## config.mk

```make
export PLATFORM = sky130hd
export DESIGN_NAME = ate_ctrl
export DESIGN_NICKNAME = d
export VERILOG_FILES = /design/src/hdl/ate_pkg.sv /design/src/hdl/ate_ctrl.sv
export SDC_FILE = /design/constraint.sdc
export NUM_CORES = 1
export LEC_CHECK = 0
export ABC_AREA = 1
export CAP_MARGIN = 10
export CORE_AREA = 2 2 39 41
export DETAILED_ROUTE_END_ITERATION = 16
export DIE_AREA = 0 0 41 43
export DONT_BUFFER_PORTS = 1
export GPL_TIMING_DRIVEN = 0
export PLACE_DENSITY = 0.52
export SLEW_MARGIN = 30
export SYNTH_ARGS = -nofsm -noshare
export SYNTH_HDL_FRONTEND = slang
export SYNTH_SLANG_ARGS = --single-unit
```

## constraint.sdc

```tcl
create_clock -name i_clk -period 1.3 [get_ports i_clk]
set_input_delay 0.26 -clock i_clk [delete_from_list [all_inputs] [get_ports i_clk]]
set_output_delay 0.26 -clock i_clk [all_outputs]
set_load 0.05 [all_outputs]
```

## src/hdl/ate_pkg.sv

```systemverilog
`default_nettype none
package ate_pkg;

    localparam int MAX_COLUMNS    = 128;
    localparam int MAX_ROWS       = 64;
    localparam int SEQUENCE_LIMIT = 255;

    localparam int CW        = $clog2(MAX_COLUMNS + 1);
    localparam int RW        = $clog2(MAX_ROWS);
    localparam int NRW       = $clog2(MAX_ROWS + 1);
    localparam int MEM_DEPTH = MAX_ROWS * MAX_COLUMNS;
    localparam int AW        = $clog2(MEM_DEPTH);
    localparam int SLW       = $clog2(SEQUENCE_LIMIT + 1);
    localparam int SXW       = 19;

    localparam int COLS_RESET = (80 > MAX_COLUMNS) ? MAX_COLUMNS : 80;
    localparam int ROWS_RESET = (24 > MAX_ROWS) ? MAX_ROWS : 24;

    localparam logic REG_COLS = 1'b0;
    localparam logic REG_ROWS = 1'b1;

    localparam logic [7:0] C_BEL    = 8'h07;
    localparam logic [7:0] C_BS     = 8'h08;
    localparam logic [7:0] C_TAB    = 8'h09;
    localparam logic [7:0] C_LF     = 8'h0a;
    localparam logic [7:0] C_CR     = 8'h0d;
    localparam logic [7:0] C_ESC    = 8'h1b;
    localparam logic [7:0] C_SPACE  = 8'h20;
    localparam logic [7:0] C_PLUS   = 8'h2b;
    localparam logic [7:0] C_ZERO   = 8'h30;
    localparam logic [7:0] C_NINE   = 8'h39;
    localparam logic [7:0] C_SEMI   = 8'h3b;
    localparam logic [7:0] C_QMARK  = 8'h3f;
    localparam logic [7:0] C_FIN_LO = 8'h40;
    localparam logic [7:0] C_FIN_HI = 8'h7e;
    localparam logic [7:0] C_DEL    = 8'h7f;
    localparam logic [7:0] C_LBRACK = 8'h5b;
    localparam logic [7:0] C_RBRACK = 8'h5d;
    localparam logic [7:0] C_CMD_A  = 8'h41;
    localparam logic [7:0] C_CMD_B  = 8'h42;
    localparam logic [7:0] C_CMD_C  = 8'h43;
    localparam logic [7:0] C_CMD_D  = 8'h44;
    localparam logic [7:0] C_CMD_H  = 8'h48;
    localparam logic [7:0] C_CMD_J  = 8'h4a;
    localparam logic [7:0] C_CMD_K  = 8'h4b;
    localparam logic [7:0] C_CMD_F  = 8'h66;

    typedef enum logic [1:0] {M_NORMAL, M_ESC, M_CSI, M_OSC} t_mode;
    typedef enum logic [1:0] {PH_BETWEEN, PH_BLANKS, PH_DIGITS, PH_DEAD} t_phase;
    typedef enum logic [2:0] {
        S_CLEAR, S_IDLE, S_EXEC, S_RDWT, S_WALK, S_CHAR, S_DONE
    } t_state;

    typedef struct packed {
        logic clear_step;
        logic latch_in;
        logic exec;
        logic read_cap;
        logic walk_step;
        logic char_wr;
        logic load_out;
    } t_cmd;

    typedef struct packed {
        logic           clear_last;
        logic           is_read;
        logic           walk_req;
        logic           char_req;
        logic           walk_last;
        logic           char_pend;
        logic [CW-1:0]  cols;
        logic [NRW-1:0] rows;
    } t_sts;

    typedef struct packed {
        logic       we;
        logic       sel;
        logic [7:0] data;
    } t_cfg;

endpackage
`default_nettype wire

```

## src/hdl/ate_ctrl.sv

```systemverilog
`default_nettype none
module ate_ctrl import ate_pkg::*; (
    input  wire logic i_clk,
    input  wire logic i_rst_n,
    input  wire logic i_valid,
    input  wire logic i_out_ready,
    input  wire t_sts i_sts,
    output logic      o_in_ready,
    output logic      o_out_valid,
    output t_cmd      o_cmd
);

    t_state r_state, n_state;
    logic   r_out_valid, n_out_valid;
    logic   out_free;

    assign out_free    = !r_out_valid || i_out_ready;
    assign o_out_valid = r_out_valid;

    always_ff @(posedge i_clk) begin
        if (!i_rst_n) begin
            r_state     <= S_CLEAR;
            r_out_valid <= 1'b0;
        end else begin
            r_state     <= n_state;
            r_out_valid <= n_out_valid;
        end
    end

    always_comb begin
        n_state = r_state;
        case (r_state)
            S_CLEAR: if (i_sts.clear_last) n_state = S_IDLE;
            S_IDLE:  if (i_valid) n_state = S_EXEC;
            S_EXEC: begin
                if (i_sts.is_read)       n_state = S_RDWT;
                else if (i_sts.walk_req) n_state = S_WALK;
                else if (i_sts.char_req) n_state = S_CHAR;
                else                     n_state = S_DONE;
            end
            S_RDWT: n_state = S_DONE;
            S_WALK: begin
                if (i_sts.walk_last) n_state = i_sts.char_pend ? S_CHAR : S_DONE;
            end
            S_CHAR: n_state = S_DONE;
            S_DONE: if (out_free) n_state = S_IDLE;
            default: n_state = S_IDLE;
        endcase
    end

    always_comb begin
        o_cmd      = '0;
        o_in_ready = 1'b0;
        case (r_state)
            S_CLEAR: o_cmd.clear_step = 1'b1;
            S_IDLE: begin
                o_in_ready     = 1'b1;
                o_cmd.latch_in = i_valid;
            end
            S_EXEC:  o_cmd.exec      = 1'b1;
            S_RDWT:  o_cmd.read_cap  = 1'b1;
            S_WALK:  o_cmd.walk_step = 1'b1;
            S_CHAR:  o_cmd.char_wr   = 1'b1;
            S_DONE:  o_cmd.load_out  = out_free;
            default: o_cmd = '0;
        endcase
        // a loaded beat takes priority over the drain of the previous one
        n_out_valid = o_cmd.load_out ? 1'b1 : (i_out_ready ? 1'b0 : r_out_valid);
    end

endmodule
`default_nettype wire

```

Word level (Yosys, flattened, before mapping)
Index checks and enable logic that the tools add are counted.
{"block": "classes", "n_addsub": 0, "multipliers": 0, "div_mod_pow": 0, "magnitude_cmp": 0, "n_eq_ne": 10, "shift": 0, "n_mux": 19, "n_bitwise": 0, "reduce_logical": 6}
{"cell": "3-bit one-hot mux with 6 select lines", "count": 1}
{"cell": "3-bit two-way mux", "count": 5}
{"cell": "1-bit two-way mux", "count": 10}
{"cell": "3-bit equality test (second input constant)", "count": 3}
{"cell": "2-bit != test (second input constant)", "count": 4}
{"cell": "3-bit by 2-bit equality test with 1-bit output (second input constant)", "count": 2}
{"cell": "2-bit two-way mux", "count": 3}
{"cell": "4-bit AND reduction", "count": 1}
{"cell": "3-bit by 1-bit equality test with 1-bit output (second input constant)", "count": 1}
{"cell": "3-bit zero test", "count": 1}
{"cell": "2-bit nonzero test", "count": 1}
{"cell": "2-bit OR reduction", "count": 1}
{"cell": "1-bit zero test", "count": 1}
{"cell": "1-bit logical OR", "count": 1}
{"block": "word_totals", "regBits": 4, "latchBits": 0, "mem_bits_rw": 0, "romBits": 0, "input_bits": 25, "output_inout_bits": 9, "elab_cells": 37, "memories": 0}

Logic depth before layout (Yosys ltp)
Gate-level depths: netlist of the first run.
{"block": "depth", "word_depth": 4, "mapped_depth": 8, "ltp_nobuf": 7}

Worst setup path before layout of the first run
Ideal clock, no wire load.
{"block": "synth_path", "kind": "flip-flop to output port", "startpoint": "reg r_state[0]", "endpoint": "out o_cmd[1] (netlist bit)", "arrival_ns": 1.566, "required_time_ns": 1.040, "slack_ns": -0.526, "stages_incl_launch_ff": 4, "path_buffers": 1, "path_cell_list": "dfxtp_1 > buf_6 > inv_4 > nor3_1"}
{"element": "from (decl)", "line_no": "ate_ctrl.sv:13", "text": "t_state r_state, n_state;"}
{"element": "from (signal assigned)", "line_no": "ate_ctrl.sv:25", "text": "r_state <= n_state;"}
{"element": "to (decl)", "line_no": "ate_ctrl.sv:10", "text": "output t_cmd o_cmd"}

==> reports/results.ini, run 1 <==
[cells_and_area]
final-seq-area_sq_um = 86.3
mostFrequentLayoutCell = nand2_1
fill_cells = 146
antenna_cells = 0
area_of_the_multi_input_gates_sq_um = 352
finish.cell_count_without_fillers = 89
finalNetCount = 100
layout_common_cells = 9 x nand2_1, 8 x nor2_4, 8 x buf_4
layout-area-overhead-vs-synth_pct = 51.8
finish.instance_area_sq_um = 649
layout.core_utilization = 0.469
post_route_cells_drive_above_1_share = 0.603

[job]
drv.max_cap_violation_count = 0

[route]
routed_wirelength_um = 978
avgRoutedWirePerCell_um = 11.0
dr.first_iter.drc_count = 3
vias = 413
drt_first_pass_iters = 2
postRouteAntennaNets = 0
vias_per_cell = 4.64
drc_violations = 0

[yosys]
netlist_instances = 62
synth_xor_area_frac = 0
synth-compound-area-share = 0.114
warnings_from_yosys = 0
synth.net_count = 87
synth.distinct_cells = 19
synth_sequential_area_ratio = 0.187
largest_family_of_logic_cells_by_synthesized_area = simple AND/OR/NAND/NOR gates
synth.cell_area_sq_um = 428
yosys-mux-area-fraction = 0
postSynthRegisterBits = 4
syn-mean-instance-area_sq_um = 6.90
simple_gate_area_share_of_the_yosys_netlist = 0.503
yosys.area_share.adder = 0

[power]
leakagePower_nw = 0.296
finalPower_w = 0.00128
p_per_area_nw_per_um2 = 1980
vdd.ir_drop.worst_uv = 726

[floorplanning]
fp.dieW_um = 41
coreArea_sq_um = 1380
placement_rows = 14
floorplan.initialDensity = 0.309
floorplan.die_area_sq_um = 1760
floorplan.die.height_um = 43
pin_count = 34

[worst_setup_path]
critical_path_capture_point_type = output pin
largest_fanout_on_the_critical_path = 6
worstSetupStartpointType = register
required_time_reported_for_the_critical_path_endpoint_ns = 1.04
data_arrival_time_of_the_critical_path_ns = 1.20
criticalPathCategory = register to output pin

[sta]
timing_hold_violations_final = 0
worstMarginPinSlew_ns = 0.539
layout_worst_path_cycle_share = 1.12
layout_min_cycle_time_ns = 1.46
slew_headroom = 0.639
setup_viol_count_final = 10
clock-skew-final_ns = 0.00354
final_max_slew_viol_count = 0
unrepaired_setup_endpoints_after_global_routing = true
setup_slack_ns = -0.157
max_freq_ghz = 0.687

[place]
place_ws_ns = -0.143
place_congestion = 0.681
detailed_place.area_sq_um = 474
buffer_ports.inserted = 0
numPlacedInstances = 78
dpl.hpwl_um = 665

[run_status]
result_of_the_run = finished with violations
violations = setup timing

[global_routing]
pin_count_of_the_biggest_net_entering_global_routing = 9
initial_antenna_violation_count = 0
first_global_vias = 406
grt_overflow_total = 0
grt_first_pass_wirelength_mm = 1.63
grt_usage = 0.137

[clocking]
max-clock-path-buffers = 2
clkLatencyLatePin_ns = 0.23
clk_transition_reported_paths_ns = 0.03
clock_sinks = 4
numCtsBuffers = 3
cts_hold_repair.buffers = 0
tritoncts = done
h-tree-depth = 1
ctsRootBufferMaster = clkbuf_4

[worst_hold_path]
worst_hold_path_type = input pin to register

registers in the layout, summed over array words and instances (netlist names):
signal / count
r_state: 3
o_out_valid: 1
what timing repair did:
item                       4_1_cts  5_1_grt
pin swaps                        7        9
resized for setup               19        5
cloned                           0        0
buffers inserted                 8        0
setup endpoints to repair        9       10
synthesized netlist by cell type:
library cell	count	share of area
nor3_1	4	0.047
nand2_1	11	0.096
nor2_4	4	0.11
nor2_1	5	0.044
nand3_2	2	0.047
o21ai_1	2	0.023
nand2_2	2	0.029
buf_6	3	0.079
buf_4	1	0.018
inv_4	2	0.029
inv_1	8	0.070
o21ai_0	2	0.023
nand3b_1	1	0.018
dfxtp_1	4	0.19
nand3_1	2	0.023
nand2_4	3	0.079
a21oi_1	4	0.047
nor2_2	1	0.015
a21oi_2	1	0.020
through the flow:
stage | setup TNS [ns] | hold WS [ns]
2_1_floorplan | -0.253 | 0.431
3_3_place_gp | -0.398 | 0.455
3_5_place_dp | -0.415 | 0.473
4_1_cts | -1.07 | 0.224
5_1_grt | -1.47 | 0.228
6_report | -0.941 | 0.227
critical path: stages (launching register included):
cell and delay [ns]:
dfxtp_2 0.32, buf_8 0.14, inv_8 0.05, nor3_4 0.46
worst paths after layout:
| check | startpoint | endpoint | slack, ns | cells after the start |
|---|---|---|---|---|
| setup / recovery | r_state[2] | o_cmd[1] | -0.16 | 3 |
| hold / removal | i_rst_n | r_state[2] | 0.23 | 2 |
| setup reg to reg | r_state[0] | r_state[0] | -0.01 | 8 |
| hold reg to reg | r_state[2] | r_state[0] | 0.71 | 4 |
metal layers:
layer	up-vias	wire (um)	global-route usage
met4	0	0	0.0400
met1	186	386	0.155
li1	215	-	-
met5	-	0	0
met3	0	58	0.0628
met2	12	533	0.219
where the power goes:
group | switching [W] | leakage, nW | internal (W)
clock | 0.0000464 | 0.0138 | 0.000103
combinational | 0.000629 | 0.248 | 0.000336
sequential | 0.0000150 | 0.0342 | 0.000153
total | 0.000691 | 0.296 | 0.000592
cells by family (layout without fill, tap and decap cells):
group           after synthesis  after routing
compound gates                9              9
buf+inv                      14             25
flops                         4              4
simple gates                 35             35
layout make-up:
type                            instances  area share
Multi-Input combinational cell         44       0.541
Sequential cell                         4       0.133
Tap cell                               16      0.0308
Inverter                               10      0.0867
Clock buffer                            3      0.0347
Timing Repair Buffer                    8      0.0925
Buffer                                  4      0.0809
Note: power is estimated with default switching activity, not from simulation.
==> inputs of run 2 (changes only) <==
--- a/config.mk
+++ b/config.mk
@@ -8,11 +8,13 @@
 export ABC_AREA = 1
 export CAP_MARGIN = 10
 export CORE_AREA = 2 2 39 41
+export CTS_BUF_LIST = sky130_fd_sc_hd__clkbuf_4
 export DETAILED_ROUTE_END_ITERATION = 16
 export DIE_AREA = 0 0 41 43
 export DONT_BUFFER_PORTS = 1
 export GPL_TIMING_DRIVEN = 0
 export PLACE_DENSITY = 0.52
+export SKIP_CTS_REPAIR_TIMING = 1
 export SLEW_MARGIN = 30
 export SYNTH_ARGS = -nofsm -noshare
 export SYNTH_HDL_FRONTEND = slang
==> reports/results.ini, run 2 (same netlist as run 1, synthesis figures left out) <==
[global_routing]
initial_antenna_violation_count = 0  ; unchanged
grt_overflow_total = 0  ; unchanged
first_global_vias = 327  ; -19%
pin_count_of_the_biggest_net_entering_global_routing = 10  ; +1
grt_first_pass_wirelength_mm = 1.30  ; -20%
grt_usage = 0.112  ; -0.0253

[run_status]
result_of_the_run = finished with violations
violations = setup timing

[worst_setup_path]
worstPathCellList = buf_6 > inv_4 > nor3_4
required_time_reported_for_the_critical_path_endpoint_ns = 1.04  ; about the same
criticalPathCategory = register to output pin
critical_path_capture_point_type = output pin
largest_fanout_on_the_critical_path = 8  ; +2
worstSetupStartpointType = register
max_stage_delay_ns = 0.49  ; +0.03 ns
cpMaxStageDelayCell = nor3_4
data_arrival_time_of_the_critical_path_ns = 1.26  ; +0.06 ns

[sta]
slew_headroom = 0.637  ; -0.00233
unrepaired_setup_endpoints_after_global_routing = true
clock-skew-final_ns = 0.00582  ; +0.00229 ns
layout_worst_path_cycle_share = 1.17  ; +0.0499
layout_min_cycle_time_ns = 1.52  ; +0.0649 ns
worstMarginPinSlew_ns = 0.544  ; +0.00466 ns
timing_hold_violations_final = 0  ; unchanged
setup_viol_count_final = 11  ; +1
final_max_slew_viol_count = 0  ; unchanged
max_freq_ghz = 0.657  ; -4.3%
setup_slack_ns = -0.222  ; -0.0649 ns

[job]
drv.max_cap_violation_count = 0  ; unchanged

[power]
net_switching_power_of_the_design_w = 0.000696  ; +0.80%
vdd.ir_drop.worst_uv = 772  ; +6.3%
seq_power_share = 0.128  ; -0.003
leakagePower_nw = 0.284  ; -4.2%
finalPower_w = 0.00131  ; +1.9%
comb_power_share = 0.754  ; about the same
clkPwrFrac = 0.117  ; about the same
p_sw_frac = 0.532  ; -0.00598
p_int_w = 0.000611  ; +3.3%
p_per_area_nw_per_um2 = 1950  ; -1.1%

[clocking]
ctsRootBufferMaster = clkbuf_4
clkLatencyLatePin_ns = 0.23  ; about the same
clock_sinks = 4  ; unchanged
clk_transition_reported_paths_ns = 0.03  ; about the same
h-tree-depth = 1  ; unchanged
max-clock-path-buffers = 2  ; unchanged
tritoncts = done
numCtsBuffers = 3  ; unchanged

[route]
drt_first_pass_iters = 3  ; +1
postRouteAntennaNets = 0  ; unchanged
routed_wirelength_um = 981  ; +0.31%
drc_violations = 0  ; unchanged
vias = 418  ; +1.2%
dr.first_iter.drc_count = 6  ; +3
vias_per_cell = 4.70  ; +1.2%
avgRoutedWirePerCell_um = 11.0  ; +0.31%

[floorplanning]
floorplan.initialDensity = 0.309  ; unchanged
pin_count = 34  ; unchanged
floorplan.die_area_sq_um = 1760  ; unchanged
placement_rows = 14  ; unchanged
fp.dieW_um = 41  ; unchanged
coreArea_sq_um = 1380  ; unchanged
floorplan.die.height_um = 43  ; unchanged

[cells_and_area]
finish.instance_area_sq_um = 669  ; +3.1%
post_route_cells_drive_above_1_share = 0.603  ; unchanged
largest_register_ff_count = 3  ; unchanged
registers.top_by_ff_count = r_state
layout_common_cells = 8 x nand2_1, 7 x inv_1, 7 x nor2_4
fill_cells = 148  ; +1.4%
antenna_cells = 0  ; unchanged
layout-area-overhead-vs-synth_pct = 56.4
finalNetCount = 100  ; unchanged
mostFrequentLayoutCell = nand2_1
finish.cell_count_without_fillers = 89  ; unchanged
layout.core_utilization = 0.484  ; +0.0145

[worst_hold_path]
worst_hold_path_type = input pin to register

[place]
buffer_ports.inserted = 0  ; unchanged
detailed_place.area_sq_um = 474  ; unchanged
place_ws_ns = -0.143  ; unchanged
dpl.hpwl_um = 665  ; unchanged
numPlacedInstances = 78  ; unchanged
place_congestion = 0.681  ; unchanged

==> run 2: layout make-up <==
cell class | instances | area [sq um] | area share
Inverter | 10 | 46.3 | 0.0692
Clock buffer | 3 | 22.5 | 0.0336
Buffer | 4 | 53.8 | 0.0804
Tap cell | 16 | 20.0 | 0.0299
Sequential cell | 4 | 85.1 | 0.127
Timing Repair Buffer | 8 | 88.8 | 0.133
Multi-Input combinational cell | 44 | 353 | 0.527
==> run 2: worst max-delay path, delay by kind of cell (launching register included) <==
family / cells / cell delay [ns]
flip-flops: 1 / 0.31
buffers and inverters: 2 / 0.22
AND/OR/NAND/NOR: 1 / 0.49
==> run 2: stage by stage <==
step | setup TNS [ns] | hold WS (ns)
final | -1.66 | 0.235
after global routing | -2.32 | 0.239
after global placement | -0.398 | 0.455
after CTS | -2.12 | 0.231
after detailed placement | -0.415 | 0.473
after floorplan | -0.253 | 0.431
==> run 2: worst paths after layout <==
kind / start / endpoint / cells past startpoint / slack (ns)
min reg2reg: r_state[2] / r_state[2] / 3 / 0.63
max reg2reg: r_state[2] / r_state[1] / 8 / -0.12
min: i_rst_n / o_out_valid / 2 / 0.23
max: r_state[2] / o_cmd[2] / 3 / -0.22
==> run 2: layer usage <==
layer | GRT usage | vias up | wire (um)
met1 | 0.129 | 188 | 411
met5 | 0 | - | 0
met4 | 0.0200 | 0 | 0
met3 | 0.0628 | 0 | 47
li1 | - | 219 | -
met2 | 0.175 | 11 | 522
==> run 2: power groups by stage <==
| stage | clock network (W) | registers, W | logic, W |
|---|---|---|---|
| 2_1_floorplan | 0 | 0.000164 | 0.000669 |
| 3_3_place_gp | 0 | 0.000165 | 0.000726 |
| 3_5_place_dp | 0 | 0.000164 | 0.000730 |
| 4_1_cts | 0.000155 | 0.000162 | 0.000732 |
| 5_1_grt | 0.000169 | 0.000169 | 0.00106 |
| 6_report | 0.000154 | 0.000168 | 0.000986 |
==> inputs of run 3 (changes only) <==
==> constraint.sdc (replaced) <==
create_clock -name i_clk -period 1.75 [get_ports i_clk]
set_input_delay 0.35 -clock i_clk [delete_from_list [all_inputs] [get_ports i_clk]]
set_output_delay 0.35 -clock i_clk [all_outputs]
set_load 0.05 [all_outputs]
==> reports/results.ini, run 3 (same netlist as run 1, synthesis figures left out) <==
[place]
place_ws_ns = 0.0398  ; +0.183 ns
place_congestion = 0.708  ; +4.0%
buffer_ports.inserted = 0  ; unchanged
dpl.hpwl_um = 647  ; -2.7%

[power]
leakagePower_nw = 0.249  ; -12%
vdd.ir_drop.worst_uv = 500  ; -35%
finalPower_w = 0.000803  ; -39%
p_per_area_nw_per_um2 = 1560  ; -20%

[floorplanning]
pin_count = 34  ; unchanged
floorplan.die.height_um = 43  ; unchanged
coreArea_sq_um = 1380  ; unchanged
floorplan.initialDensity = 0.309  ; unchanged
fp.dieW_um = 41  ; unchanged
floorplan.die_area_sq_um = 1760  ; unchanged
placement_rows = 14  ; unchanged

[sta]
clock-skew-final_ns = 0.00299  ; -0.00283 ns
slew_headroom = 0.635  ; -0.00183
setup_slack_ns = 0.0705  ; +0.292 ns
setup_total_negative_slack_ns = 0  ; +1.66 ns
unrepaired_setup_endpoints_after_global_routing = true
final_max_slew_viol_count = 0  ; unchanged
worstMarginPinSlew_ns = 0.547  ; +0.00275 ns
timing_hold_violations_final = 0  ; unchanged
hold-worst-slack_ns = 0.324  ; +0.0893 ns
max_freq_ghz = 0.595
layout_worst_path_cycle_share = 0.960
layout_min_cycle_time_ns = 1.68
setup_viol_count_final = 0  ; -11

[clocking]
clk_transition_reported_paths_ns = 0.04  ; about the same
clock_sinks = 4  ; unchanged
ctsRootBufferMaster = clkbuf_4
numCtsBuffers = 3  ; unchanged
tritoncts = done
h-tree-depth = 1  ; unchanged
clkLatencyLatePin_ns = 0.23  ; about the same
max-clock-path-buffers = 2  ; unchanged

[worst_setup_path]
worstSetupStartpointType = register
largest_fanout_on_the_critical_path = 8  ; unchanged
worst_r2r_path_depth = 8  ; unchanged
required_time_reported_for_the_critical_path_endpoint_ns = 1.40  ; +0.36 ns
criticalPathCategory = register to output pin
data_arrival_time_of_the_critical_path_ns = 1.33  ; +0.07 ns
critical_path_capture_point_type = output pin

[cells_and_area]
area_of_the_multi_input_gates_sq_um = 308  ; -13%
final-seq-area_sq_um = 81.3  ; -4.4%
post_route_cells_drive_above_1_share = 0.431  ; -0.172
finalNetCount = 92  ; -8.0%
fill_cells = 143  ; -3.4%
antenna_cells = 0  ; unchanged
layout_common_cells = 11 x nand2_1, 8 x inv_1, 5 x nor2_4
largest_register_ff_count = 3  ; unchanged
layout-area-overhead-vs-synth_pct = 20.5
registers.top_by_ff_count = r_state
mostFrequentLayoutCell = nand2_1

[route]
avgRoutedWirePerCell_um = 9.96  ; -9.6%
vias_per_cell = 4.63  ; -1.4%
vias = 375  ; -10%
dr.first_iter.drc_count = 5  ; -1
postRouteAntennaNets = 0  ; unchanged
routed_wirelength_um = 807  ; -18%
drt_first_pass_iters = 4  ; +1
drc_violations = 0  ; unchanged

[global_routing]
grt_overflow_total = 0  ; unchanged
initial_antenna_violation_count = 0  ; unchanged
grt_usage = 0.107  ; -0.00503
grt_first_pass_wirelength_mm = 1.27  ; -2.7%
pin_count_of_the_biggest_net_entering_global_routing = 10  ; unchanged
first_global_vias = 334  ; +2.1%

[job]
drv.max_cap_violation_count = 0  ; unchanged

[worst_hold_path]
worst_hold_path_type = input pin to register
holdPathStages = 2  ; unchanged

[run_status]
result_of_the_run = finished, final reports clean

[run 3: path summary, 6_finish.rpt]
| kind | startpoint | slack (ns) | endpoint |
|---|---|---|---|
| hold / removal | i_rst_n | 0.32 | o_out_valid |
| setup reg to reg | r_state[0] | 0.43 | r_state[0] |
| hold reg to reg | r_state[2] | 0.65 | r_state[2] |
| setup / recovery | r_state[0] | 0.07 | o_in_ready |
[run 3: critical path, cell delays in order, from the launching register on]
cell     delay, ns
dfxtp_1       0.31
buf_6         0.16
inv_4         0.06
nor2_2        0.10
nand2_1       0.11
inv_1         0.34
[run 3: power breakdown]
group	internal, W	total, W	switching, W
sequential	0.000112	0.000121	0.00000866
clock	0.0000766	0.000113	0.0000367
combinational	0.000159	0.000569	0.000410
[run 3: per-layer routing]
metal  GRT usage  up-vias  part of all wire
li1            -      200                 -
met1       0.110      161              0.43
met2       0.159       14              0.48
met3      0.0785        0             0.087
met4      0.0400        0                 0
met5           0        -                 0
[run 3: through the flow]
step | util | area [sq um] | std cells
2_1_floorplan | - | 443 | 62
3_3_place_gp | 0.335 | 463 | 78
3_5_place_dp | 0.335 | 463 | 78
4_1_cts | 0.351 | 485 | 81
5_1_grt | 0.373 | 515 | 81
6_report | 0.373 | 515 | 81
[run 3: cell type report]
| class | instances | share of cell area |
|---|---|---|
| Sequential cell | 4 | 0.158 |
| Clock buffer | 3 | 0.0437 |
| Multi-Input combinational cell | 44 | 0.597 |
| Inverter | 10 | 0.0825 |
| Tap cell | 16 | 0.0388 |
| Buffer | 4 | 0.0801 |
